File: src/design/depth_pixel_plane_band_filter_core_defines.svh
// Assertion macros for the depth plane band filter RTL
`ifndef DEPTH_PIXEL_PLANE_BAND_FILTER_CORE_DEFINES_SVH
`define DEPTH_PIXEL_PLANE_BAND_FILTER_CORE_DEFINES_SVH

// Same-cycle implication, sampled on i_clk, off while i_rst_n is low.
`define DPPBF_ASSERT_NOW(lbl, ante, cons, msg) \
    lbl: assert property (@(posedge i_clk) disable iff (!i_rst_n) (ante) |-> (cons)) \
        else $error(msg);

// Next-cycle implication, sampled on i_clk, off while i_rst_n is low.
`define DPPBF_ASSERT_NEXT(lbl, ante, cons, msg) \
    lbl: assert property (@(posedge i_clk) disable iff (!i_rst_n) (ante) |=> (cons)) \
        else $error(msg);

`endif

File: src/design/dppbf_pkg.sv
// Shared widths, register map, stage map and config type of the depth plane band filter
package dppbf_pkg;

    localparam int PIX_W    = 12;
    localparam int DEPTH_W  = 24;
    localparam int CTR_W    = 16;
    localparam int INV_W    = 24;
    localparam int COEF_W   = 18;
    localparam int COORD_W  = 32;
    localparam int TOL_W    = 31;

    localparam int OFS_W    = PIX_W + 5;
    localparam int MAG_W    = OFS_W - 1;
    localparam int ZI_W     = DEPTH_W + INV_W;
    localparam int HALF_W   = ZI_W / 2;
    localparam int PP_W     = MAG_W + HALF_W;
    localparam int PROD_W   = MAG_W + ZI_W;
    localparam int FRAC_SH  = 28;
    localparam int RND_W    = PROD_W - FRAC_SH;
    localparam int PA_W     = COEF_W + COORD_W;
    localparam int PC_W     = COEF_W + DEPTH_W + 1;
    localparam int PLANE_SH = 16;
    localparam int DIST_W   = 52;

    localparam logic [DEPTH_W-1:0] INVALID_DEPTH = DEPTH_W'(10240000);
    localparam logic [PROD_W-1:0]  ROUND_HALF    = PROD_W'(64'h0000_0000_0800_0000);
    localparam logic [RND_W-1:0]   POS_LIM       = RND_W'(64'h0000_0000_7FFF_FFFF);
    localparam logic [RND_W-1:0]   NEG_LIM       = RND_W'(64'h0000_0000_8000_0000);
    localparam logic signed [COORD_W-1:0] COORD_MAX = 32'sh7FFF_FFFF;
    localparam logic signed [COORD_W-1:0] COORD_MIN = 32'sh8000_0000;

    localparam int CFG_IDX_W  = 4;
    localparam int CFG_DATA_W = 32;
    localparam logic [CFG_IDX_W-1:0] REG_PRINCIPAL_POINT = 4'd0;
    localparam logic [CFG_IDX_W-1:0] REG_INV_FOCAL_X     = 4'd1;
    localparam logic [CFG_IDX_W-1:0] REG_INV_FOCAL_Y     = 4'd2;
    localparam logic [CFG_IDX_W-1:0] REG_NORMAL_A        = 4'd3;
    localparam logic [CFG_IDX_W-1:0] REG_NORMAL_B        = 4'd4;
    localparam logic [CFG_IDX_W-1:0] REG_NORMAL_C        = 4'd5;
    localparam logic [CFG_IDX_W-1:0] REG_PLANE_OFFSET    = 4'd6;
    localparam logic [CFG_IDX_W-1:0] REG_BAND_TOLERANCE  = 4'd7;

    // Pipeline stage map
    localparam int ST_OFS     = 0;
    localparam int ST_PP      = 1;
    localparam int ST_RND     = 2;
    localparam int ST_SAT     = 3;
    localparam int ST_MUL     = 4;
    localparam int ST_SUM     = 5;
    localparam int ST_OUT     = 6;
    localparam int NUM_STAGES = 7;

    typedef logic [NUM_STAGES-1:0] t_stage_en;

    typedef struct packed {
        logic [CTR_W-1:0]          cx;
        logic [CTR_W-1:0]          cy;
        logic [INV_W-1:0]          inv_focal_x;
        logic [INV_W-1:0]          inv_focal_y;
        logic signed [COEF_W-1:0]  normal_a;
        logic signed [COEF_W-1:0]  normal_b;
        logic signed [COEF_W-1:0]  normal_c;
        logic signed [COORD_W-1:0] plane_offset;
        logic [TOL_W-1:0]          band_tolerance;
    } t_cfg;

    localparam t_cfg CFG_RESET = '{
        cx:             16'h1400,
        cy:             16'h0F00,
        inv_focal_x:    24'd31957,
        inv_focal_y:    24'd31957,
        normal_a:       18'sd0,
        normal_b:       18'sd65536,
        normal_c:       18'sd0,
        plane_offset:   32'sd0,
        band_tolerance: 31'd102
    };

endpackage

File: src/design/dppbf_cfg.sv
// Configuration register file of the depth plane band filter
module dppbf_cfg
    import dppbf_pkg::*;
(
    input  logic                  i_clk,
    input  logic                  i_rst_n,
    input  logic                  i_cfg_valid,
    output logic                  o_cfg_ready,
    input  logic [CFG_IDX_W-1:0]  i_cfg_index,
    input  logic [CFG_DATA_W-1:0] i_cfg_data,
    output t_cfg                  o_cfg
);

    t_cfg r_cfg;

    assign o_cfg_ready = 1'b1;
    assign o_cfg       = r_cfg;

    always_ff @(posedge i_clk) begin
        if (!i_rst_n) begin
            r_cfg <= CFG_RESET;
        end else if (i_cfg_valid) begin
            unique case (i_cfg_index)
                REG_PRINCIPAL_POINT: begin
                    r_cfg.cx <= i_cfg_data[CTR_W-1:0];
                    r_cfg.cy <= i_cfg_data[2*CTR_W-1:CTR_W];
                end
                REG_INV_FOCAL_X:    r_cfg.inv_focal_x    <= i_cfg_data[INV_W-1:0];
                REG_INV_FOCAL_Y:    r_cfg.inv_focal_y    <= i_cfg_data[INV_W-1:0];
                REG_NORMAL_A:       r_cfg.normal_a       <= $signed(i_cfg_data[COEF_W-1:0]);
                REG_NORMAL_B:       r_cfg.normal_b       <= $signed(i_cfg_data[COEF_W-1:0]);
                REG_NORMAL_C:       r_cfg.normal_c       <= $signed(i_cfg_data[COEF_W-1:0]);
                REG_PLANE_OFFSET:   r_cfg.plane_offset   <= $signed(i_cfg_data[COORD_W-1:0]);
                REG_BAND_TOLERANCE: r_cfg.band_tolerance <= i_cfg_data[TOL_W-1:0];
                default: begin
                    // drop writes to unmapped indexes
                end
            endcase
        end
    end

endmodule

File: config.mk
export PLATFORM = sky130hd
export DESIGN_NAME = dppbf_cfg
export DESIGN_NICKNAME = d
export VERILOG_FILES = /design/src/design/depth_pixel_plane_band_filter_core_defines.svh /design/src/design/dppbf_pkg.sv /design/src/design/dppbf_cfg.sv
export SDC_FILE = /design/constraint.sdc
export NUM_CORES = 1
export LEC_CHECK = 0
export BUFFER_PORTS_ARGS = -buffer_cell sky130_fd_sc_hd__buf_2
export CAP_MARGIN = 20
export CORE_AREA = 2 2 93 185
export DETAILED_ROUTE_END_ITERATION = 10
export DIE_AREA = 0 0 95 187
export PLACE_DENSITY = 0.68
export RECOVER_POWER = 100
export SLEW_MARGIN = 20
export SYNTH_ARGS = -nofsm -noshare
export SYNTH_HDL_FRONTEND = slang
export SYNTH_SLANG_ARGS = --single-unit
File: constraint.sdc
create_clock -name i_clk -period 2.6 [get_ports i_clk]
set_clock_uncertainty 0.05 [all_clocks]
set_input_delay 0.13 -clock i_clk [delete_from_list [all_inputs] [get_ports i_clk]]
set_output_delay 0.13 -clock i_clk [all_outputs]
set_load 0.05 [all_outputs]
==> out/results.txt <==
The flow ran to the end, and the final reports show no timing, DRC or antenna violations. The die covers 17800 um^2. The cell area that synthesis handed to floorplanning was 7270 um^2. The register with the most flip-flops in the layout has 197 of them. The run gives 992 as the total number of nets in the final design. The largest stage delay on the critical path is 0.55 ns, and the number of maximum-capacitance violations is 0.

The run gives 28.3% as the met1 layer usage reported by global route. The share of synthesized registers carrying an async set or reset came out at 0%. Most common flop cell mapped by yosys: sky130_fd_sc_hd__dfxtp_1. The post-CTS resize count came out at 0.

By area the synthesized netlist is led by sky130_fd_sc_hd__dfxtp_1 (54%), sky130_fd_sc_hd__mux2i_1 (25%), sky130_fd_sc_hd__nand2_1 (10%). The detail route stage leaves a number of antenna-violating nets equal to 0. The initial antenna violation count is 0. The cell sitting at the root of the clock tree is a sky130_fd_sc_hd__clkbuf_16. The analysis attributes to cell leakage a power of 0.00385 uW.

In this run the core area contains 67 standard-cell rows. The H-tree generated during clock tree synthesis spans 4 levels. TritonCTS built the clock tree.

The count of buffers added on input and output ports is 235. 0 antenna diodes ended up in the layout. Aggregate global routing overflow: 0. Dividing the detail-routed wire length by the instance count gives 16.5 um. The kind of cell adding the most delay to the critical path was simple AND/OR/NAND/NOR gates.

The synthesized netlist devotes 0% of its cell area to adder and majority cells. Highest achievable clock rate: 516 MHz. The met3 capacity usage during global routing is 7.45%. The logs give 0 for the count of warnings emitted by yosys and 2 for the worst-case clock buffer depth. The placeable core area was 16500 um^2. Entering global routing, the biggest net connects 88 pins. After the first detailed-routing iteration, the DRC count stood at 237. Detailed placement ended at an HPWL of 13.3 mm. Along the worst path, the maximum fanout reaches 19. The synthesized design contains 0 enable-type register cells. In this run the most used layer during global routing was met2. After detailed routing, the number of vias per cell comes to 4.95. Final core utilization: 54.9%. Compared with the post-synthesis result, the final layout area differs by 24.8%. For the register area share after synthesis, the log shows 54.3%. In the layout the commonest cells are sky130_fd_sc_hd__clkbuf_1 (202), sky130_fd_sc_hd__nand2_1 (199), sky130_fd_sc_hd__dfxtp_1 (197). The critical path goes through buf_2, or3b_1, clkbuf_1, or3_1, clkbuf_2, mux2i_1. The run gives 5578 as the number of global-route vias before repair. The finished cells cover 9070 um^2. The worst setup path is launched from a primary input.

The synthesized net count is 757. The tools report the final-report hold violation count as 0. Most common cell after layout, fill and taps aside: sky130_fd_sc_hd__clkbuf_1. Global routing used 21.9% of the available tracks across all layers.

The slew at the pin closest to its max-slew limit is 1.47 ns, and the number of distinct library cell variants in the gate-level netlist after synthesis is 24. Clock-pin slew was measured on the worst setup and hold paths at 0.07 ns. After synthesis, the largest family of logic cells by area is multiplexers.

The detailed router placed 5805 vias in this run. For the filler cell count, the log shows 1588. Path type of the worst min-delay path: primary input to flip-flop.

The power per unit of standard cell area was 670 nW/um^2. The share of the synthesized area in the top cell type was 54.3%. Measured along the y axis, the die boundary spans 187 um. The cell with the biggest individual delay on the critical path was sky130_fd_sc_hd__or3_1. The data arrival time of the critical path was 2.18 ns. In the final layout, the share of cells above drive strength 1 is 8.39%. In this run the count of I/O pins placed on the die edge is 237. Synthesis inferred 197 register bits.

The final layout contains routed wiring with a total length of 19.4 mm. At the worst endpoint, the required time is 2.84 ns. In this run the horizontal extent of the chip is 95 um. Measured against the total synthesized area, the mux share comes to 24.5%. Setup repair after global routing left no endpoint under its margin. The cell type contributing the most total cell area after synthesis is sky130_fd_sc_hd__dfxtp_1.

The tools report the type of destination of the critical path as a flip-flop. Setup total negative slack on the finished layout was measured at 0 ns. For the sequential cell area, the log shows 3940 um^2.

Clock tree synthesis inserted a total of 17 buffers. The final hold slack was 0.0186 ns; the critical path buffer and inverter count was 3. Dividing the final minimum period by the clock period gives 74.5%.

For the largest voltage drop on the vdd net, the log shows 0.000461 V. For the total iterations of the first detailed-routing run, the log shows 5. The run gives 1.95% as the relative max-transition margin. In the routed design, unresolved DRC markers number 0. The synthesized netlist devotes 13.4% of its cell area to simple gates.

In the final layout, the multi-input gates occupy 3020 um^2. The post-synthesis compound-gate area fraction is 3.44%. The first global-routing pass estimated 30.0 mm of wire.

The max-slew violation count was 0; the synthesized instance count was 718. The starting density of the core was 44.0%; the setup violation total in the final timing report was 0. Summing the areas of all xor and xnor instances in the mapped netlist gives 0% of the synthesized area. The logs give 197 for the number of clock sinks seen by CTS and 34.2% for the met2 track demand over resource in global routing.

Summing all placed instances gives a cell area of 8580 um^2. At the later pin of the worst-skew pair, clock insertion delay measures 0.42 ns. Worst setup path category: primary input to flip-flop. Averaged over all synthesized cells, the footprint is 10.1 um^2. The minimum clock period came out at 1.94 ns.

For the global placer's final weighted congestion, the log shows 0.746.
[worst register-to-register path: stages, from the launching register on]
cell and delay (ns):
sky130_fd_sc_hd__dfxtp_1 0.31, sky130_fd_sc_hd__nor2b_1 0.13, sky130_fd_sc_hd__mux2i_1 0.09
[report_power, final]
part / leakage [uW] / switching, uW / total [uW] / internal, uW
Clock: 0.000266 / 1230 / 2520 / 1280
Sequential: 0.00159 / 22.5 / 3080 / 3060
Combinational: 0.00199 / 358 / 483 / 126
Total: 0.00385 / 1610 / 6080 / 4460
[repair_timing]
item | in CTS | in global routing
hold buffers | 21 | 0
buffers inserted | 0 | 0
hold endpoints to repair | 44 | 0
[final cells by class]
| class | instances | share of cell area, % |
|---|---|---|
| clock buffer | 18 | 4.84 |
| clock inverter | 13 | 1.30 |
| inverter | 17 | 0.703 |
| multi-input combinational | 451 | 33.2 |
| sequential | 197 | 43.5 |
| tap | 207 | 2.85 |
| timing repair buffer | 269 | 13.6 |
[layer usage]
layer	vias to the layer above	share of wire [%]
met5	-	0
met4	0	1.5
met2	201	46
li1	2842	-
met1	2740	44
met3	22	8.5
[stage by stage]
step | power [uW] | cells | worst slack [ns]
3_3_place_gp | 3620 | 1120 | 0.728
4_1_cts | 6140 | 1172 | 1.16
2_1_floorplan | 3480 | 718 | 0.996
6_report | 6080 | 1172 | 0.663
5_1_grt | 6290 | 1172 | 0.558
3_5_place_dp | 3620 | 1120 | 0.710
[cells in the mapped netlist (3+ instances only)]
cell                       instances
sky130_fd_sc_hd__buf_2            12
sky130_fd_sc_hd__mux2i_1         178
sky130_fd_sc_hd__dfxtp_1         197
sky130_fd_sc_hd__o21ai_0          14
sky130_fd_sc_hd__buf_4             4
sky130_fd_sc_hd__o31ai_1           5
sky130_fd_sc_hd__clkbuf_1         33
sky130_fd_sc_hd__nor2b_1          22
sky130_fd_sc_hd__inv_1            17
sky130_fd_sc_hd__nand2_1         199
sky130_fd_sc_hd__o211ai_1         19
sky130_fd_sc_hd__buf_6             3
[worst paths after layout]
kind                       start  cells after the start         end  slack [ns]
setup / recovery  i_cfg_index[3]                      6  o_cfg[192]        0.66
hold / removal    i_cfg_data[20]                      3  o_cfg[169]        0.02
setup reg to reg      o_cfg[124]                      2  o_cfg[124]        1.85
hold reg to reg        o_cfg[71]                      2   o_cfg[71]        0.41
[kinds of logic after synthesis]
family,Yosys count
other,1
muxes,178
AOI/OAI and AO/OA,38
and+or+nand+nor,234
buffers and inverters,70
DFF,197
Note: power is estimated with default switching activity, not from simulation.
