$ cat src/design/depth_pixel_plane_band_filter_core_defines.svh
// Assertion macros for the depth plane band filter RTL
`ifndef DEPTH_PIXEL_PLANE_BAND_FILTER_CORE_DEFINES_SVH
`define DEPTH_PIXEL_PLANE_BAND_FILTER_CORE_DEFINES_SVH

// Same-cycle implication, sampled on i_clk, off while i_rst_n is low.
`define DPPBF_ASSERT_NOW(lbl, ante, cons, msg) \
    lbl: assert property (@(posedge i_clk) disable iff (!i_rst_n) (ante) |-> (cons)) \
        else $error(msg);

// Next-cycle implication, sampled on i_clk, off while i_rst_n is low.
`define DPPBF_ASSERT_NEXT(lbl, ante, cons, msg) \
    lbl: assert property (@(posedge i_clk) disable iff (!i_rst_n) (ante) |=> (cons)) \
        else $error(msg);

`endif

$ cat src/design/dppbf_pkg.sv
// Shared widths, register map, stage map and config type of the depth plane band filter
package dppbf_pkg;

    localparam int PIX_W    = 12;
    localparam int DEPTH_W  = 24;
    localparam int CTR_W    = 16;
    localparam int INV_W    = 24;
    localparam int COEF_W   = 18;
    localparam int COORD_W  = 32;
    localparam int TOL_W    = 31;

    localparam int OFS_W    = PIX_W + 5;
    localparam int MAG_W    = OFS_W - 1;
    localparam int ZI_W     = DEPTH_W + INV_W;
    localparam int HALF_W   = ZI_W / 2;
    localparam int PP_W     = MAG_W + HALF_W;
    localparam int PROD_W   = MAG_W + ZI_W;
    localparam int FRAC_SH  = 28;
    localparam int RND_W    = PROD_W - FRAC_SH;
    localparam int PA_W     = COEF_W + COORD_W;
    localparam int PC_W     = COEF_W + DEPTH_W + 1;
    localparam int PLANE_SH = 16;
    localparam int DIST_W   = 52;

    localparam logic [DEPTH_W-1:0] INVALID_DEPTH = DEPTH_W'(10240000);
    localparam logic [PROD_W-1:0]  ROUND_HALF    = PROD_W'(64'h0000_0000_0800_0000);
    localparam logic [RND_W-1:0]   POS_LIM       = RND_W'(64'h0000_0000_7FFF_FFFF);
    localparam logic [RND_W-1:0]   NEG_LIM       = RND_W'(64'h0000_0000_8000_0000);
    localparam logic signed [COORD_W-1:0] COORD_MAX = 32'sh7FFF_FFFF;
    localparam logic signed [COORD_W-1:0] COORD_MIN = 32'sh8000_0000;

    localparam int CFG_IDX_W  = 4;
    localparam int CFG_DATA_W = 32;
    localparam logic [CFG_IDX_W-1:0] REG_PRINCIPAL_POINT = 4'd0;
    localparam logic [CFG_IDX_W-1:0] REG_INV_FOCAL_X     = 4'd1;
    localparam logic [CFG_IDX_W-1:0] REG_INV_FOCAL_Y     = 4'd2;
    localparam logic [CFG_IDX_W-1:0] REG_NORMAL_A        = 4'd3;
    localparam logic [CFG_IDX_W-1:0] REG_NORMAL_B        = 4'd4;
    localparam logic [CFG_IDX_W-1:0] REG_NORMAL_C        = 4'd5;
    localparam logic [CFG_IDX_W-1:0] REG_PLANE_OFFSET    = 4'd6;
    localparam logic [CFG_IDX_W-1:0] REG_BAND_TOLERANCE  = 4'd7;

    // Pipeline stage map
    localparam int ST_OFS     = 0;
    localparam int ST_PP      = 1;
    localparam int ST_RND     = 2;
    localparam int ST_SAT     = 3;
    localparam int ST_MUL     = 4;
    localparam int ST_SUM     = 5;
    localparam int ST_OUT     = 6;
    localparam int NUM_STAGES = 7;

    typedef logic [NUM_STAGES-1:0] t_stage_en;

    typedef struct packed {
        logic [CTR_W-1:0]          cx;
        logic [CTR_W-1:0]          cy;
        logic [INV_W-1:0]          inv_focal_x;
        logic [INV_W-1:0]          inv_focal_y;
        logic signed [COEF_W-1:0]  normal_a;
        logic signed [COEF_W-1:0]  normal_b;
        logic signed [COEF_W-1:0]  normal_c;
        logic signed [COORD_W-1:0] plane_offset;
        logic [TOL_W-1:0]          band_tolerance;
    } t_cfg;

    localparam t_cfg CFG_RESET = '{
        cx:             16'h1400,
        cy:             16'h0F00,
        inv_focal_x:    24'd31957,
        inv_focal_y:    24'd31957,
        normal_a:       18'sd0,
        normal_b:       18'sd65536,
        normal_c:       18'sd0,
        plane_offset:   32'sd0,
        band_tolerance: 31'd102
    };

endpackage

$ cat src/design/dppbf_plane.sv
// Three-stage plane distance test and output register of the depth plane band filter
module dppbf_plane
    import dppbf_pkg::*;
(
    input  logic                       i_clk,
    input  t_stage_en                  i_adv,
    input  t_cfg                       i_cfg,
    input  logic signed [COORD_W-1:0]  i_x,
    input  logic signed [COORD_W-1:0]  i_y,
    input  logic [DEPTH_W-1:0]         i_z,
    output logic                       o_pass,
    output logic signed [COORD_W-1:0]  o_point_x,
    output logic signed [COORD_W-1:0]  o_point_y,
    output logic [DEPTH_W-1:0]         o_point_z
);

    logic signed [PA_W-1:0]    r5_pa;
    logic signed [PA_W-1:0]    r5_pb;
    logic signed [PC_W-1:0]    r5_pc;
    logic signed [COORD_W-1:0] r5_x;
    logic signed [COORD_W-1:0] r5_y;
    logic [DEPTH_W-1:0]        r5_z;
    logic signed [DIST_W-1:0]  r6_dist;
    logic signed [COORD_W-1:0] r6_x;
    logic signed [COORD_W-1:0] r6_y;
    logic [DEPTH_W-1:0]        r6_z;
    logic signed [DIST_W-1:0]  n_dist;
    logic signed [DIST_W-1:0]  lim;

    always_ff @(posedge i_clk) begin
        if (i_adv[ST_MUL]) begin
            r5_pa <= i_cfg.normal_a * i_x;
            r5_pb <= i_cfg.normal_b * i_y;
            r5_pc <= i_cfg.normal_c * $signed({1'b0, i_z});
            r5_x  <= i_x;
            r5_y  <= i_y;
            r5_z  <= i_z;
        end
    end

    // exact Q.26 signed distance
    always_comb begin
        n_dist = DIST_W'(r5_pa) + DIST_W'(r5_pb) + DIST_W'(r5_pc)
               + DIST_W'($signed({i_cfg.plane_offset, {PLANE_SH{1'b0}}}));
    end

    always_ff @(posedge i_clk) begin
        if (i_adv[ST_SUM]) begin
            r6_dist <= n_dist;
            r6_x    <= r5_x;
            r6_y    <= r5_y;
            r6_z    <= r5_z;
        end
    end

    // |dist| < tol, checked as -lim < dist < lim
    always_comb begin
        lim    = $signed({{(DIST_W-TOL_W-PLANE_SH){1'b0}}, i_cfg.band_tolerance,
                          {PLANE_SH{1'b0}}});
        o_pass = (r6_dist < lim) && (r6_dist > -lim);
    end

    always_ff @(posedge i_clk) begin
        if (i_adv[ST_OUT]) begin
            o_point_x <= r6_x;
            o_point_y <= r6_y;
            o_point_z <= r6_z;
        end
    end

endmodule

$ cat config.mk
export PLATFORM = sky130hd
export DESIGN_NAME = dppbf_plane
export DESIGN_NICKNAME = d
export VERILOG_FILES = /design/src/design/depth_pixel_plane_band_filter_core_defines.svh /design/src/design/dppbf_pkg.sv /design/src/design/dppbf_plane.sv
export SDC_FILE = /design/constraint.sdc
export NUM_CORES = 2
export LEC_CHECK = 0
export BUFFER_PORTS_ARGS = -buffer_cell sky130_fd_sc_hd__buf_2
export CORE_MARGIN = 1
export CORE_UTILIZATION = 25
export DETAILED_ROUTE_END_ITERATION = 7
export PLACE_DENSITY = 0.46
export RECOVER_POWER = 50
export SETUP_SLACK_MARGIN = 0.1
export SLEW_MARGIN = 20
export SYNTH_ARGS = -nofsm -noshare
export SYNTH_HDL_FRONTEND = slang
export SYNTH_SLANG_ARGS = --single-unit
$ cat constraint.sdc
create_clock -name i_clk -period 18.85 [get_ports i_clk]
set_input_delay 0 -clock i_clk [delete_from_list [all_inputs] [get_ports i_clk]]
set_output_delay 0 -clock i_clk [all_outputs]
set_load 0.03 [all_outputs]
==> run summary <==
• **wire length of the first global-routing pass** 341600 um
• **clock latency at the later pin of the worst-skew pair** 0.80 ns
• **critical-path maximum fanout** 19
• **count of buffers inserted at the top-level ports** 297
• **Die Width** 547.9 um
• **Floorplan Core Area** 296500 um^2
• **hold path cells** 5
• **count of maximum capacitance violations** 4
• **class of the tightest hold or removal check** input port to register
• **level count of the clock H-tree** 3
• **P&R area growth vs syn** 11.16%
• **gate count of the mapped netlist** 7421
• **critical setup path kind** input port to register
• **number of buffer and inverter stages on the critical path** 5
• **starting density of the core** 25.13%
• **CTS Buffer Depth** 4
• **Via density** 4.371
• **unique cell type count in the Yosys netlist** 79
• **number of post-CTS setup repair buffers** 0
• **multi-input gate area in the final layout** 53090 um^2
• **count of state elements after synthesis** 459
• **proportion of synthesized chip area in sequential cells** 18.50%
• **Critical Path End Type** register
• **leading register cell type out of synthesis** sky130_fd_sc_hd__edfxtp_1
• **standard cell with the maximum stage delay on the critical path** sky130_fd_sc_hd__clkbuf_1
• **Via Count** 50710
• **post-route fraction of the period consumed by the critical path** 41.88%
• **number of DRC markers in iteration 0** 2363
• **TritonCTS clock tree** done
• **Synth area leader** sky130_fd_sc_hd__fa_1
• **depth of the worst register-to-register path** 14
• **leading cell types by count after synthesis** 1732 x sky130_fd_sc_hd__inv_1, 1544 x sky130_fd_sc_hd__fa_1, 983 x sky130_fd_sc_hd__nand2_1
• **number of inserted filler cells in the final layout** 31350
• **max-slew violation count** 203
• **share of flip-flops with an asynchronous set or reset** 0%
• **die outline height** 547.9 um
• **most used standard cell by instance count after synthesis** sky130_fd_sc_hd__inv_1
• **final hold vios** 0
• **number of remaining DRC errors** 0
• **count of placed standard cells including taps** 11370
• **Layout Nets** 9954
• **synth top area cells** sky130_fd_sc_hd__fa_1 41%, sky130_fd_sc_hd__edfxtp_1 18%, sky130_fd_sc_hd__inv_1 8.7%, sky130_fd_sc_hd__ha_1 8.7%, sky130_fd_sc_hd__and2_1 5.3%
• **aggregate negative setup slack** 0 ns
• **signal arrival time at the worst endpoint** 8.33 ns
• **required time of the worst setup path** 19.28 ns
• **Final Wtd Congestion** 0.8282
• **cell depth of the worst setup path** 23
• **total of endpoints with negative setup slack in the final report** 0
• **Syn Nets** 9777
• **area occupied by registers** 13780 um^2
• **share of the synthesized area in the top cell type** 41.49%
• **post-detailed-routing wire length** 218900 um
• **worst-case clock skew** 0.07295 ns
• **number of warnings printed during yosys synthesis** 0
• **number of clock sinks** 459
• **share of final-layout standard cells stronger than drive strength 1** 3.598%
• **dpl hpwl** 172200 um
• **Reg clk slew, reported paths** 0.05 ns
• **Critical Path, Cell by Cell** dlygate4sd3_1, clkbuf_1, nand2_1, fa_1, fa_1, fa_1, fa_1, inv_1, fa_1, inv_1, fa_1, inv_1, ha_1, and4_1, and2_1, a211o_1, and3_1, o41ai_2, a31oi_1, a31oi_1, o21bai_1, a21oi_1, xnor2_1
• **std cell rows** 200
• **cell seen most often among critical-path stages** sky130_fd_sc_hd__fa_1
• **standard cell area after detailed placement** 79910 um^2
• **RR Startpoint** r5_pa[2]
• **outcome** finished, violations left
• **minimum period implied by the final worst setup slack** 7.894 ns
• **RSZ-0062 raised after global routing** false
• **first drt pass iteration count** 5
• **family of cells with the greatest summed delay on the critical path** adder cells
• **overall overflow remaining after global route** 0
• **vias in the first global route** 56350
• **max-slew headroom at the worst pin** -209.6%
• **maximum number of pins on one net before global-route repair** 61
• **clock root buffer master** sky130_fd_sc_hd__clkbuf_16
• **die outline area** 300200 um^2
• **number of buffers inserted during clock tree synthesis** 70
• **launching instance or port of the critical path** i_z[9]
• **Routed WL per cell** 18.87 um
• **violations in the final reports** capacitance limit, slew limit
• **Worst Tran Pin Value** 4.643 ns
• **count of flip-flops with a built-in enable after synthesis** 459
• **maximum single-stage delay on the critical path** 1.03 ns
• **number of antenna violations at the first check in global routing** 44
• **total standard cell area after synthesis** 74510 um^2
• **Worst setup SP type** input port
• **Routed Antenna Nets** 0
• **final design area excluding fillers** 82820 um^2
• **Synth Area per Inst** 10.04 um^2
• **All-Layer GR Usage** 14.97%
• **share of the core filled with cells in the final layout** 27.93%
• **achievable frequency** 0.1267 GHz
• **Post-Layout Cell Count** 11600
• **top-level port count** 382
• **critical hold path startpoint** i_cfg[56]
[worst register-to-register path, delay by kind of cell (launching register included)]
family / cells / cell delay [ns]
compound gates: 7 / 2.27
xor+xnor: 1 / 0.17
fa+ha+maj: 4 / 1.51
flops: 1 / 0.45
simple gates: 2 / 0.30
[cells in the final DEF, fill, tap and decap left out, types with 14 or more instances in the layout]
| cell type | synthesis | routed |
|---|---|---|
| sky130_fd_sc_hd__inv_1 | 1732 | 1732 |
| sky130_fd_sc_hd__o21a_1 | 33 | 33 |
| sky130_fd_sc_hd__edfxtp_1 | 459 | 459 |
| sky130_fd_sc_hd__dlygate4sd3_1 | 0 | 93 |
| sky130_fd_sc_hd__clkbuf_1 | 286 | 168 |
| sky130_fd_sc_hd__diode_2 | 0 | 17 |
| sky130_fd_sc_hd__ha_1 | 519 | 519 |
| sky130_fd_sc_hd__a211oi_1 | 14 | 14 |
| sky130_fd_sc_hd__nand4_1 | 39 | 39 |
| sky130_fd_sc_hd__buf_2 | 5 | 139 |
| sky130_fd_sc_hd__nand2b_1 | 42 | 42 |
| sky130_fd_sc_hd__xnor2_1 | 152 | 152 |
| sky130_fd_sc_hd__xor2_1 | 54 | 54 |
| sky130_fd_sc_hd__o21ai_1 | 17 | 17 |
| sky130_fd_sc_hd__and2_1 | 630 | 624 |
| sky130_fd_sc_hd__a31oi_1 | 20 | 20 |
| sky130_fd_sc_hd__nor2b_1 | 29 | 29 |
| sky130_fd_sc_hd__a21o_1 | 115 | 115 |
| sky130_fd_sc_hd__nand3_1 | 33 | 33 |
| sky130_fd_sc_hd__o21ai_0 | 101 | 101 |
| sky130_fd_sc_hd__nand2_1 | 983 | 983 |
| sky130_fd_sc_hd__and3_1 | 19 | 19 |
| sky130_fd_sc_hd__nor3_1 | 44 | 44 |
| sky130_fd_sc_hd__clkbuf_16 | 0 | 71 |
| sky130_fd_sc_hd__a21oi_1 | 192 | 192 |
| sky130_fd_sc_hd__nor2_1 | 172 | 172 |
| sky130_fd_sc_hd__o21bai_1 | 27 | 27 |
| sky130_fd_sc_hd__fa_1 | 1544 | 1544 |
[cells by family after synthesis]
family / after synthesis / synth area share [%]
adder cells (fa/ha/maj): 2063 / 50.20
AND/OR/NAND/NOR: 2044 / 13.31
XOR/XNOR: 206 / 2.422
flip-flops: 459 / 18.50
multiplexers: 1 / 0.01344
buffers and inverters: 2031 / 10.24
AO/OA/AOI/OAI: 617 / 5.310
[layer usage]
metal  part of all wire [%]  GRT usage, %  wire (um)  vias to the layer above
met2                     50         26.54     109800                      959
met5                  0.056             0        122                        -
met3                    4.1         2.189       8912                      283
met4                    3.2         4.424       7032                       18
met1                     42         18.73      92970                    26670
li1                       -             -          -                    22780
[registers in the layout (all words and copies together) (netlist names)]
name       flops
r6_y          32
o_point_x     32
r6_x          32
r5_z          24
r6_z          24
r5_pb         50
r6_dist       52
r5_x          32
o_point_y     32
r5_y          32
r5_pc         43
r5_pa         50
o_point_z     24
[worst paths after layout]
check	to	slack, ns
setup / recovery	r5_pc[42]	10.96
setup reg to reg	r6_dist[48]	13.87
hold / removal	r6_dist[41]	0.13
hold reg to reg	r6_z[2]	0.40
[cell type report]
cell class	count	area share, %
inverter	1734	7.859
tap	3939	5.951
antenna	17	0.05137
sequential	459	16.64
multi-input combinational	4931	64.11
clock buffer	79	2.182
timing repair buffer	402	2.780
clock inverter	39	0.4276
[what timing repair did]
| item | 4_1_cts | 5_1_grt |
|---|---|---|
| resized for setup | 0 | 0 |
| endpoints found under the hold margin | 231 | 0 |
| hold buffers | 93 | 0 |
[per-stage QoR]
stage / setup WS, ns / hold slack (ns)
after floorplan: 12.56 / 0.09887
after global placement: 11.28 / 0.4003
after CTS: 11.60 / 0.05834
after detailed placement: 11.17 / 0.4045
final: 10.96 / 0.1338
after global routing: 10.61 / 0.1492
Power is not shown: default switching activity piles up to over one toggle a cycle in this logic, so the estimate is an artifact.
