[src/design/depth_pixel_plane_band_filter_core_defines.svh]
// Assertion macros for the depth plane band filter RTL
`ifndef DEPTH_PIXEL_PLANE_BAND_FILTER_CORE_DEFINES_SVH
`define DEPTH_PIXEL_PLANE_BAND_FILTER_CORE_DEFINES_SVH

// Same-cycle implication, sampled on i_clk, off while i_rst_n is low.
`define DPPBF_ASSERT_NOW(lbl, ante, cons, msg) \
    lbl: assert property (@(posedge i_clk) disable iff (!i_rst_n) (ante) |-> (cons)) \
        else $error(msg);

// Next-cycle implication, sampled on i_clk, off while i_rst_n is low.
`define DPPBF_ASSERT_NEXT(lbl, ante, cons, msg) \
    lbl: assert property (@(posedge i_clk) disable iff (!i_rst_n) (ante) |=> (cons)) \
        else $error(msg);

`endif

[src/design/dppbf_pkg.sv]
// Shared widths, register map, stage map and config type of the depth plane band filter
package dppbf_pkg;

    localparam int PIX_W    = 12;
    localparam int DEPTH_W  = 24;
    localparam int CTR_W    = 16;
    localparam int INV_W    = 24;
    localparam int COEF_W   = 18;
    localparam int COORD_W  = 32;
    localparam int TOL_W    = 31;

    localparam int OFS_W    = PIX_W + 5;
    localparam int MAG_W    = OFS_W - 1;
    localparam int ZI_W     = DEPTH_W + INV_W;
    localparam int HALF_W   = ZI_W / 2;
    localparam int PP_W     = MAG_W + HALF_W;
    localparam int PROD_W   = MAG_W + ZI_W;
    localparam int FRAC_SH  = 28;
    localparam int RND_W    = PROD_W - FRAC_SH;
    localparam int PA_W     = COEF_W + COORD_W;
    localparam int PC_W     = COEF_W + DEPTH_W + 1;
    localparam int PLANE_SH = 16;
    localparam int DIST_W   = 52;

    localparam logic [DEPTH_W-1:0] INVALID_DEPTH = DEPTH_W'(10240000);
    localparam logic [PROD_W-1:0]  ROUND_HALF    = PROD_W'(64'h0000_0000_0800_0000);
    localparam logic [RND_W-1:0]   POS_LIM       = RND_W'(64'h0000_0000_7FFF_FFFF);
    localparam logic [RND_W-1:0]   NEG_LIM       = RND_W'(64'h0000_0000_8000_0000);
    localparam logic signed [COORD_W-1:0] COORD_MAX = 32'sh7FFF_FFFF;
    localparam logic signed [COORD_W-1:0] COORD_MIN = 32'sh8000_0000;

    localparam int CFG_IDX_W  = 4;
    localparam int CFG_DATA_W = 32;
    localparam logic [CFG_IDX_W-1:0] REG_PRINCIPAL_POINT = 4'd0;
    localparam logic [CFG_IDX_W-1:0] REG_INV_FOCAL_X     = 4'd1;
    localparam logic [CFG_IDX_W-1:0] REG_INV_FOCAL_Y     = 4'd2;
    localparam logic [CFG_IDX_W-1:0] REG_NORMAL_A        = 4'd3;
    localparam logic [CFG_IDX_W-1:0] REG_NORMAL_B        = 4'd4;
    localparam logic [CFG_IDX_W-1:0] REG_NORMAL_C        = 4'd5;
    localparam logic [CFG_IDX_W-1:0] REG_PLANE_OFFSET    = 4'd6;
    localparam logic [CFG_IDX_W-1:0] REG_BAND_TOLERANCE  = 4'd7;

    // Pipeline stage map
    localparam int ST_OFS     = 0;
    localparam int ST_PP      = 1;
    localparam int ST_RND     = 2;
    localparam int ST_SAT     = 3;
    localparam int ST_MUL     = 4;
    localparam int ST_SUM     = 5;
    localparam int ST_OUT     = 6;
    localparam int NUM_STAGES = 7;

    typedef logic [NUM_STAGES-1:0] t_stage_en;

    typedef struct packed {
        logic [CTR_W-1:0]          cx;
        logic [CTR_W-1:0]          cy;
        logic [INV_W-1:0]          inv_focal_x;
        logic [INV_W-1:0]          inv_focal_y;
        logic signed [COEF_W-1:0]  normal_a;
        logic signed [COEF_W-1:0]  normal_b;
        logic signed [COEF_W-1:0]  normal_c;
        logic signed [COORD_W-1:0] plane_offset;
        logic [TOL_W-1:0]          band_tolerance;
    } t_cfg;

    localparam t_cfg CFG_RESET = '{
        cx:             16'h1400,
        cy:             16'h0F00,
        inv_focal_x:    24'd31957,
        inv_focal_y:    24'd31957,
        normal_a:       18'sd0,
        normal_b:       18'sd65536,
        normal_c:       18'sd0,
        plane_offset:   32'sd0,
        band_tolerance: 31'd102
    };

endpackage

[src/design/dppbf_bproj.sv]
// Four-stage pinhole back-projection of one pixel axis with rounding and saturation
module dppbf_bproj
    import dppbf_pkg::*;
(
    input  logic                       i_clk,
    input  t_stage_en                  i_adv,
    input  logic [PIX_W-1:0]           i_pixel,
    input  logic [CTR_W-1:0]           i_center,
    input  logic [DEPTH_W-1:0]         i_depth,
    input  logic [INV_W-1:0]           i_inv,
    output logic signed [COORD_W-1:0]  o_coord
);

    logic signed [OFS_W-1:0]   ofs;
    logic [MAG_W-1:0]          n_mag;
    logic [PROD_W-1:0]         n_sum;
    logic signed [RND_W:0]     n_sgn;
    logic signed [COORD_W-1:0] n_coord;

    logic                      r1_neg;
    logic [MAG_W-1:0]          r1_mag;
    logic [ZI_W-1:0]           r1_zi;
    logic                      r2_neg;
    logic [PP_W-1:0]           r2_lo;
    logic [PP_W-1:0]           r2_hi;
    logic                      r3_neg;
    logic [RND_W-1:0]          r3_mag;
    logic signed [COORD_W-1:0] r4_coord;

    // Q.4 pixel offset from the principal point, split into sign and magnitude
    always_comb begin
        ofs   = $signed({1'b0, i_pixel, 4'b0000}) - $signed({1'b0, i_center});
        n_mag = ofs[OFS_W-1] ? MAG_W'(-ofs) : ofs[MAG_W-1:0];
    end

    always_ff @(posedge i_clk) begin
        if (i_adv[ST_OFS]) begin
            r1_neg <= ofs[OFS_W-1];
            r1_mag <= n_mag;
            r1_zi  <= i_depth * i_inv;
        end
    end

    // split the wide product into two partial products
    always_ff @(posedge i_clk) begin
        if (i_adv[ST_PP]) begin
            r2_neg <= r1_neg;
            r2_lo  <= r1_mag * r1_zi[HALF_W-1:0];
            r2_hi  <= r1_mag * r1_zi[ZI_W-1:HALF_W];
        end
    end

    // Q.38 to Q.10, round half away from zero on the magnitude
    always_comb begin
        n_sum = {r2_hi, {HALF_W{1'b0}}} + {{(PROD_W-PP_W){1'b0}}, r2_lo} + ROUND_HALF;
    end

    always_ff @(posedge i_clk) begin
        if (i_adv[ST_RND]) begin
            r3_neg <= r2_neg;
            r3_mag <= n_sum[PROD_W-1:FRAC_SH];
        end
    end

    always_comb begin
        n_sgn = r3_neg ? -$signed({1'b0, r3_mag}) : $signed({1'b0, r3_mag});
        priority if (!r3_neg && r3_mag > POS_LIM) begin
            n_coord = COORD_MAX;
        end else if (r3_neg && r3_mag > NEG_LIM) begin
            n_coord = COORD_MIN;
        end else begin
            n_coord = n_sgn[COORD_W-1:0];
        end
    end

    always_ff @(posedge i_clk) begin
        if (i_adv[ST_SAT]) begin
            r4_coord <= n_coord;
        end
    end

    assign o_coord = r4_coord;

endmodule

[config.mk]
export PLATFORM = sky130hd
export DESIGN_NAME = dppbf_bproj
export DESIGN_NICKNAME = d
export VERILOG_FILES = /design/src/design/depth_pixel_plane_band_filter_core_defines.svh /design/src/design/dppbf_pkg.sv /design/src/design/dppbf_bproj.sv
export SDC_FILE = /design/constraint.sdc
export NUM_CORES = 2
export LEC_CHECK = 0
export BUFFER_PORTS_ARGS = -buffer_cell sky130_fd_sc_hd__clkbuf_2
export CORE_MARGIN = 4
export CORE_UTILIZATION = 50
export DETAILED_ROUTE_END_ITERATION = 16
export HOLD_SLACK_MARGIN = 0.02
export PLACE_DENSITY = 0.77
export SYNTH_ARGS = -nofsm -noshare
export SYNTH_HDL_FRONTEND = slang
export SYNTH_SLANG_ARGS = --single-unit
[constraint.sdc]
create_clock -name i_clk -period 10.2 [get_ports i_clk]
set_clock_uncertainty 0.1 [all_clocks]
set_input_delay 1.02 -clock i_clk [delete_from_list [all_inputs] [get_ports i_clk]]
set_output_delay 1.02 -clock i_clk [all_outputs]
set_load 0.005 [all_outputs]
==> results.sh <==
export IMPL_initial_utilization_pct=50.3
export IMPL_globalRouteOverflowTotal=0
export IMPL_number_of_detailed_routing_iterations_run_before_antenna_repair=6
export IMPL_r2r_slack_ns=2.04
export IMPL_tightest_pin_transition_ns=1.22
export IMPL_post_synth_fa_ha_maj_area_fraction_pct=53.5
export IMPL_layout_common_cells="sky130_fd_sc_hd__inv_1 (1234), sky130_fd_sc_hd__fa_1 (1093), sky130_fd_sc_hd__nand2_1 (874), sky130_fd_sc_hd__and2_1 (566), sky130_fd_sc_hd__ha_1 (439)"
export IMPL_core_box_area_um2=102000
export IMPL_worstHoldPathType="reg2reg"
export IMPL_ant_nets=0
export IMPL_dr_vias=36700
export IMPL_hold_end="r3_neg"
export IMPL_final_common_cell="sky130_fd_sc_hd__inv_1"
export IMPL_cts_root_buffer="sky130_fd_sc_hd__clkbuf_16"
export IMPL_tritoncts="done"
export IMPL_final_hold_worst_slack_ns=0.323
export IMPL_fp_row_count=117
export IMPL_final_routed_wire_length_divided_by_cell_count_um=17.9
export IMPL_maxClockFrequency_ghz=0.119
export IMPL_worstHoldPathCells=0
export IMPL_grt_pass1_vias=39600
export IMPL_ys_types=88
export IMPL_finalNonFillerCells=6805
export IMPL_synth_seq_cells=191
export IMPL_cap_violations=0
export IMPL_grt_antenna_before_repair=6
export IMPL_post_cts_repair_setup_buffers=0
export IMPL_flow_area_growth_from_synthesis_pct=4.41
export IMPL_layout_min_cycle_time_ns=8.42
export IMPL_synth_ff_type="sky130_fd_sc_hd__edfxtp_1"
export IMPL_worst_ep_arrival_time_ns=8.55
export IMPL_grt_max_degree=66
export IMPL_wirelength_mm=122
export IMPL_yosys_area_top_type_share_pct=42.8
export IMPL_critical_path_class="in2reg"
export IMPL_worst_r2r_endpoint="r2_hi[38]"
export IMPL_floorplan_die_width_um=328
export IMPL_cts_made_buffers=17
export IMPL_synthesis_area_um2=51100
export IMPL_drt_drc_violations_left=0
export IMPL_final_layout_size_suffix_gt1_share_pct=3.90
export IMPL_clkTransAtPathRegs_ns=0.08
export IMPL_layout_filler_cells=9007
export IMPL_post_synth_cell_area_avg_um2=9.29
export IMPL_min_from="r2_neg"
export IMPL_synth_xor_area_share_pct=2.67
export IMPL_grtUsageTotal_pct=23.5
export IMPL_crit_path_end_kind="register"
export IMPL_drtIter0Drc=2783
export IMPL_chipHeight_um=328
export IMPL_cts_hold_buffers_added=0
export IMPL_rsz0062_at_grt="no"
export IMPL_reg2reg_depth=24
export IMPL_finalHoldViolations=0
export IMPL_post_route_period_util_pct=82.5
export IMPL_clockBufferDepth=2
export IMPL_cts_sinks=191
export IMPL_finish_net_count=7039
export IMPL_syn_num_nets=7118
export IMPL_proportion_of_synthesized_area_in_mux_cells_pct=0.117
export IMPL_boundaryPins=116
export IMPL_async_reset_ff_share_pct=0
export IMPL_netlist_instances=5502
export IMPL_postCtsResizedCells=0
export IMPL_clock_tree_htree_level_count=4
export IMPL_insertion_delay_ns=0.49
export IMPL_synth_top_area_cell="sky130_fd_sc_hd__fa_1"
export IMPL_relSlewSlack_pct=18.6
export IMPL_first_pass_grt_wire_length_mm=202
export IMPL_post_synth_main_area_contributors="sky130_fd_sc_hd__fa_1 (43%), sky130_fd_sc_hd__edfxtp_1 (11%), sky130_fd_sc_hd__ha_1 (11%), sky130_fd_sc_hd__inv_1 (9.1%), sky130_fd_sc_hd__and2_1 (6.9%)"
export IMPL_vias_per_inst=5.39
export IMPL_synthSimpleGateAreaFrac_pct=16.4
export IMPL_gpl_wtd_cong=0.909
export IMPL_dpl_hpwl_mm=94.9
export IMPL_synth_top_family_by_area="adder cells"
export IMPL_placedCellCount=6772
export IMPL_numPortBuffers=112
export IMPL_final_setup_viol_count=0
export IMPL_run_status="finished, final reports clean"
export IMPL_setup_tns_final_ns=0
export IMPL_cp_required_ns=10.34
export IMPL_synth_edff_count=191
export IMPL_worst_r2r_startpoint="r1_mag[1]"
export IMPL_synth_warn=0
export IMPL_synth_sequential_area_ratio_pct=11.2
export IMPL_die_area_um2=107000
export IMPL_report_final_slew_viol_count=0
export IMPL_kind_of_launch_point_of_the_worst_setup_path="input port"
export IMPL_fraction_of_the_mapped_netlist_area_in_compound_gates_pct=5.26
export IMPL_crit_path_max_fanout=24
[layer usage]
layer	up-vias	wire length [um]	part of all wire, %	track usage, %
met2	1676	57900	48	38.8
met1	18400	48600	40	31.1
met3	290	11700	9.6	5.33
met5	-	55	0.045	0
met4	8	3680	3.0	7.29
li1	16300	-	-	-
[worst max-delay path by stage]
stage | startpoint | end
floorplan | i_depth[17] | r1_zi[44]
global placement | i_depth[18] | r1_zi[44]
detailed placement | i_depth[12] | r1_zi[44]
CTS | i_depth[18] | r1_zi[44]
global route | i_depth[18] | r1_zi[44]
finish | i_depth[18] | r1_zi[44]
[sequential cells by signal, summed over array words and instances, names as in the netlist]
| signal | count |
|---|---|
| o_coord | 32 |
| r1_mag | 16 |
| r1_neg | 1 |
| r1_zi | 48 |
| r2_hi | 40 |
| r2_lo | 16 |
| r2_neg | 1 |
| r3_mag | 36 |
| r3_neg | 1 |
[layout make-up]
type	count	area [um^2]	share of cell area, %
Sequential cell	191	5740	10.7
Clock buffer	17	425	0.797
Timing Repair Buffer	143	793	1.49
Antenna cell	1	2.50	0.00469
Multi-Input combinational cell	3836	39800	74.6
Tap cell	1368	1710	3.21
Clock inverter	15	238	0.445
Inverter	1234	4630	8.68
[per-stage QoR]
stage               area, um^2  util, %  setup slack (ns)
floorplan                51100        -              2.45
global placement         52700     51.9              1.36
detailed placement       52700     51.9              1.32
CTS                      53400     52.5              1.86
global route             53400     52.5              1.46
finish                   53400     52.5              1.78
[logic make-up after synthesis]
| group | count (synthesis) |
|---|---|
| xor+xnor | 156 |
| simple gates | 1729 |
| flops | 191 |
| mux | 6 |
| buf+inv | 1475 |
| compound gates | 413 |
| fa+ha+maj | 1532 |
[Yosys cell counts, types with 6 or more instances]
library cell                  n
sky130_fd_sc_hd__a211oi_1    11
sky130_fd_sc_hd__a21o_1      68
sky130_fd_sc_hd__a21oi_1    149
sky130_fd_sc_hd__a31oi_1     18
sky130_fd_sc_hd__and2_1     566
sky130_fd_sc_hd__and3_1      11
sky130_fd_sc_hd__clkbuf_1   238
sky130_fd_sc_hd__edfxtp_1   191
sky130_fd_sc_hd__fa_1      1093
sky130_fd_sc_hd__ha_1       439
sky130_fd_sc_hd__inv_1     1234
sky130_fd_sc_hd__mux2i_1      6
sky130_fd_sc_hd__nand2_1    874
sky130_fd_sc_hd__nand2b_1    14
sky130_fd_sc_hd__nand3_1     33
sky130_fd_sc_hd__nand4_1     11
sky130_fd_sc_hd__nor2_1     117
sky130_fd_sc_hd__nor2b_1     24
sky130_fd_sc_hd__nor3_1      33
sky130_fd_sc_hd__nor3b_1      9
sky130_fd_sc_hd__o21a_1      16
sky130_fd_sc_hd__o21ai_0     50
sky130_fd_sc_hd__o21bai_1    17
sky130_fd_sc_hd__o22ai_1     15
sky130_fd_sc_hd__o31ai_1      6
sky130_fd_sc_hd__or3_1        8
sky130_fd_sc_hd__xnor2_1    101
sky130_fd_sc_hd__xor2_1      55
[critical path: stages]
cell	delay (ns)
sky130_fd_sc_hd__clkbuf_2	0.55
sky130_fd_sc_hd__nand2_1	0.17
sky130_fd_sc_hd__fa_1	0.57
sky130_fd_sc_hd__inv_1	0.05
sky130_fd_sc_hd__fa_1	0.54
sky130_fd_sc_hd__inv_1	0.08
sky130_fd_sc_hd__fa_1	0.51
sky130_fd_sc_hd__fa_1	0.51
sky130_fd_sc_hd__inv_1	0.05
sky130_fd_sc_hd__fa_1	0.48
sky130_fd_sc_hd__fa_1	0.56
sky130_fd_sc_hd__inv_1	0.06
sky130_fd_sc_hd__fa_1	0.52
sky130_fd_sc_hd__inv_1	0.04
sky130_fd_sc_hd__ha_1	0.35
sky130_fd_sc_hd__nand3_1	0.14
sky130_fd_sc_hd__nor2_1	0.24
sky130_fd_sc_hd__nand3_1	0.13
sky130_fd_sc_hd__a2111oi_2	0.50
sky130_fd_sc_hd__o31ai_1	0.29
sky130_fd_sc_hd__o21a_1	0.31
sky130_fd_sc_hd__o31a_1	0.35
sky130_fd_sc_hd__o31ai_1	0.25
sky130_fd_sc_hd__a21oi_1	0.12
sky130_fd_sc_hd__xnor2_1	0.14
Power is left out: the tool's default activity adds up to more than one toggle a clock period on the data nets, which glitch-free logic cannot reach.
